==> config.mk <==
export PLATFORM = sky130hd
export DESIGN_NAME = dhs_fnv
export DESIGN_NICKNAME = d
export VERILOG_FILES = /design/src/rtl/dhs_pkg.sv /design/src/rtl/dhs_fnv.sv
export SDC_FILE = /design/constraint.sdc
export NUM_CORES = 1
export LEC_CHECK = 0
export BUFFER_PORTS_ARGS = -buffer_cell sky130_fd_sc_hd__buf_2
export CAP_MARGIN = 10
export CORE_MARGIN = 4
export CORE_UTILIZATION = 55
export CTS_BUF_LIST = sky130_fd_sc_hd__clkbuf_4 sky130_fd_sc_hd__clkbuf_8
export DETAILED_ROUTE_END_ITERATION = 12
export GPL_TIMING_DRIVEN = 0
export PLACE_DENSITY = 0.82
export SYNTH_ARGS = -nofsm -noshare
export SYNTH_HDL_FRONTEND = slang
export SYNTH_SLANG_ARGS = --single-unit
==> constraint.sdc <==
create_clock -name clock -period 13.8 [get_ports clock]
set_clock_uncertainty 0.05 [all_clocks]
set_input_delay 2.76 -clock clock [delete_from_list [all_inputs] [get_ports clock]]
set_output_delay 2.76 -clock clock [all_outputs]
set_load 0.02 [all_outputs]
==> src/rtl/dhs_pkg.sv <==
// ----------------------------------------------------------------------------
// dhs_pkg
// Shared types and constants for the digest hash set: table geometry,
// FNV-1a constants and the control structs between the sequencer and table.
// ----------------------------------------------------------------------------
`default_nettype none

package dhs_pkg;

   // Table geometry
   localparam int CAPACITY     = 64;
   localparam int HALF_CAP     = CAPACITY / 2;
   localparam int SLOT_W       = $clog2(CAPACITY);
   localparam int DIGEST_WORDS = 4;
   localparam int WORD_W       = $clog2(DIGEST_WORDS);
   localparam int ADDR_W       = SLOT_W + WORD_W;
   localparam int DEPTH        = CAPACITY * DIGEST_WORDS;
   localparam int COUNT_W      = $clog2(HALF_CAP + 1);
   localparam int DATA_W       = 64;
   localparam int DIGEST_W     = DIGEST_WORDS * DATA_W;
   localparam int BYTE_W       = 8;
   localparam int DIGEST_BYTES = 32;
   localparam int CNT_W        = $clog2(DIGEST_BYTES);

   // FNV-1a 64: prime = 2^40 + 2^8 + 0xB3
   localparam logic [DATA_W-1:0] FNV_OFFSET    = 64'hCBF29CE484222325;
   localparam logic [BYTE_W-1:0] FNV_PRIME_LOW = 8'hB3;
   localparam int                FNV_SHIFT_HI  = 40;
   localparam int                FNV_SHIFT_LO  = 8;

   typedef enum logic {
      FUNC_LOOKUP = 1'b0,
      FUNC_INSERT = 1'b1
   } func_type;

   typedef enum logic [2:0] {
      ST_IDLE,
      ST_HASH,
      ST_HOME,
      ST_PROBE,
      ST_CMP,
      ST_WRITE,
      ST_DONE
   } state_type;

   // Sequencer to table
   typedef struct packed {
      logic              rd_en;
      logic              wr_en;
      logic              set_occ;
      logic [ADDR_W-1:0] addr;
   } tbl_ctrl_type;

   // Table to sequencer
   typedef struct packed {
      logic               occ;
      logic               full;
      logic [COUNT_W-1:0] count;
   } tbl_stat_type;

endpackage

`default_nettype wire

==> src/rtl/dhs_fnv.sv <==
// ----------------------------------------------------------------------------
// dhs_fnv
// Byte-serial FNV-1a 64 hash unit: one byte folded in per cycle while step is high.
// ----------------------------------------------------------------------------
`default_nettype none

module dhs_fnv
   import dhs_pkg::*;
(
   input  wire logic              clock,
   input  wire logic              reset,
   input  wire logic              init,
   input  wire logic              step,
   input  wire logic [BYTE_W-1:0] data_byte,
   output logic      [DATA_W-1:0] hash
);

   logic [DATA_W-1:0] hash_ff;
   logic [DATA_W-1:0] hash_in;
   logic [DATA_W-1:0] mix;
   logic [DATA_W-1:0] prod;

   // xor the byte in, then multiply by the prime as shifts plus a narrow product
   always_comb begin
      mix  = hash_ff ^ {{(DATA_W-BYTE_W){1'b0}}, data_byte};
      prod = mix * {{(DATA_W-BYTE_W){1'b0}}, FNV_PRIME_LOW};
      hash_in = hash_ff;
      if (init) begin
         hash_in = FNV_OFFSET;
      end else if (step) begin
         hash_in = prod + (mix << FNV_SHIFT_LO) + (mix << FNV_SHIFT_HI);
      end
   end

   always_ff @(posedge clock) begin
      if (reset) begin
         hash_ff <= FNV_OFFSET;
      end else begin
         hash_ff <= hash_in;
      end
   end

   assign hash = hash_ff;

endmodule

`default_nettype wire

==> impl_metrics.toml <==
[grt]
grt_overflow = 0
antenna_found_initial = 0
grt.total_usage_pct = 25.71
grt_pass1_vias = 11053
grt_start_max_net_pins = 11
grt_pass1_wl_um = 57620

[synthesis]
synth_cells = 1375
synth_top_area_share_pct = 35.39
syn-num-nets = 1859
syn_area_per_cell_um2 = 10.16
synth_edf_count = 0
synth_area_leaders = "fa_1, ha_1, dfxtp_1, inv_1, xnor2_1"
ys_async_sr_fraction_pct = 0
synth_cell_types = 72
ys_dominant_reg_cell = "dfxtp_1"
syn_area_um2 = 13970
ys_warn_count = 0
yosysSeqAreaShare_pct = 9.171
ys_ff_latch = 64
yosys.area.top_type = "fa_1"
yosysMostFrequentCell = "fa_1"
synthTopCellsByCount = "fa_1, ha_1, inv_1"

[setup_path]
r2r_start = "hash[5]$_SDFFE_PP1P_"
end_kind = "register"
worstSetupPathType = "in2reg"
cp.arrival_ps = 9040
crit_buf_inv = 4
rr_worst_depth = 21
path_max_fanout = 7
r2r_setup_slack_ps = 7070
crit_path_max_incr_delay_ps = 660
cpMaxStageDelayCell = "nor4_1"
critPathRequiredTime_ps = 14050
rr_endpoint = "hash[48]$_SDFFE_PP0P_"
worstSetupStartpointType = "input port"
path_cells = "buf_2 > xor2_1 > inv_1 > fa_1 > inv_1 > ha_1 > fa_1 > fa_1 > ha_1 > ha_1 > clkbuf_1 > a21oi_1 > o21a_1 > o22ai_1 > a211oi_1 > nor4_1 > o211ai_1 > a21oi_1 > a221oi_1 > o21ai_0 > nand4b_1 > o211ai_1"
cpLargestDelayFamily = "adder cells"

[timing]
worstMarginPinSlew_ps = 977.2
finalSetupViolCount = 0
max_freq_ghz = 0.1138
slew_violations = 0
slew_headroom_pct = 34.86
finalSetupTns_ps = 0
rsz0062_at_grt = "no"
min_period_ps = 8786
finalHoldViolCount = 0
fin_crit_sh_pct = 63.66

[die]
start_util_pct = 55.64
die_x_um = 167.4
fp.coreArea_um2 = 25110
chipHeight_um = 167.4
boundaryPins = 76
num_rows = 58
dieArea_um2 = 28020

[drt]
ant_nets = 0
routed.top_layer = "met4"
routed_wl_um = 34130
met2WireLength_um = 16690
viasPerCell = 5.673
dr.pass1.iters = 5
post_drt_wl_per_cell_um = 19.01
vias = 10183
route.met3.wl_um = 1962
met1Wirelength_um = 14780
drtIter0Drc = 651
drcViolationCount = 0

[final_layout]
nNetsFinal = 1945
largest_reg_flops = 64
area_growth_pct = 7.173
drive_gt1_share_pct = 12.35
antenna_cells = 0

[clock_network]
cts_tree = "built"
cts_setup_buffers = 0
cts_htree_levels = 3
hold_buffers = 0
clock_latency_ps = 370
path_clk_slew_ps = 80
root_buffer = "clkbuf_8"
cts_buffers = 9
postCtsResizedCells = 0
clk_path_buf_depth = 2
clock_sinks = 64

[hold_path]
holdCritPathClass = "reg2reg"
hold_end = "hash[4]$_SDFFE_PP0P_"
hp-start = "hash[4]$_SDFFE_PP0P_"
min_path_cells = 2

[place]
place.gp.congestion = 0.9572
dpl.hpwl_um = 28170
io_buffers = 75

[outcome]
status = "completed"

[job]
cap_violations = 0
[routing by layer]
metal	track usage (%)	up-vias
met3	3.683	52
met4	5.646	0
met2	43.34	304
met5	0	-
li1	-	4700
met1	35.63	5127
[placed cells by master (no fill, tap or decap), drive strengths merged, types with 9 or more instances in the layout]
master and instances:
fa 247, ha 225, inv 182, buf 142, nor2 77, a21oi 67
dfxtp 64, nand2 62, clkbuf 50, xnor2 49, o21ai 40, a21o 37
mux2i 34, xor2 29, nand4 19, o211ai 17, nand3 16, o21a 12
nor3 9
[per-stage QoR]
step                instances  util (%)  hold WS (ps)  setup WS, ps  cell area, µm²
floorplan                1375         -         472.4          5802           13970
global placement         1780     58.78         464.5          4770           14760
detailed placement       1780     58.78         484.6          4656           14760
CTS                      1795     59.63         502.5          5018           14970
global route             1795     59.63         538.6          4776           14970
finish                   1795     59.63         508.4          5014           14970
[area by class of cell]
| cell class | instances | area, µm² |
|---|---|---|
| clock inverters | 3 | 67.56 |
| plain buffers | 105 | 674.4 |
| repair buffers | 75 | 375.4 |
| multi-input cells | 1024 | 11330 |
| clock buffers | 12 | 146.4 |
| flip-flops and latches | 64 | 1281 |
| well taps | 330 | 412.9 |
| fillers | 2151 | 10140 |
| inverters | 182 | 683.2 |
[cell families after synthesis]
kind of cell	share of synthesized area [%]
XOR/XNOR	4.890
buffers and inverters	9.717
AND/OR/NAND/NOR	6.851
flip-flops	9.171
multiplexers	2.436
adder cells (fa/ha/maj)	55.54
AO/OA/AOI/OAI	11.39
[tightest hold or removal path, cell delays in order, from the launching register on]
cell and delay [ps]:
dfxtp_1 360, mux2i_1 90, nor2_1 80
[worst max-delay path by stage]
| stage | endpoint | depth (start not counted) | start |
|---|---|---|---|
| 6_report | hash[48]$_SDFFE_PP0P_ | 22 | data_byte[5] |
| 5_1_grt | hash[63]$_SDFFE_PP1P_ | 22 | data_byte[5] |
| 2_1_floorplan | hash[62]$_SDFFE_PP1P_ | 21 | data_byte[5] |
| 3_3_place_gp | hash[62]$_SDFFE_PP1P_ | 22 | data_byte[5] |
| 4_1_cts | hash[62]$_SDFFE_PP1P_ | 22 | data_byte[5] |
| 3_5_place_dp | hash[62]$_SDFFE_PP1P_ | 22 | data_byte[5] |
Power is not shown: default switching activity piles up to over one toggle a cycle in this logic, so the estimate is an artifact.
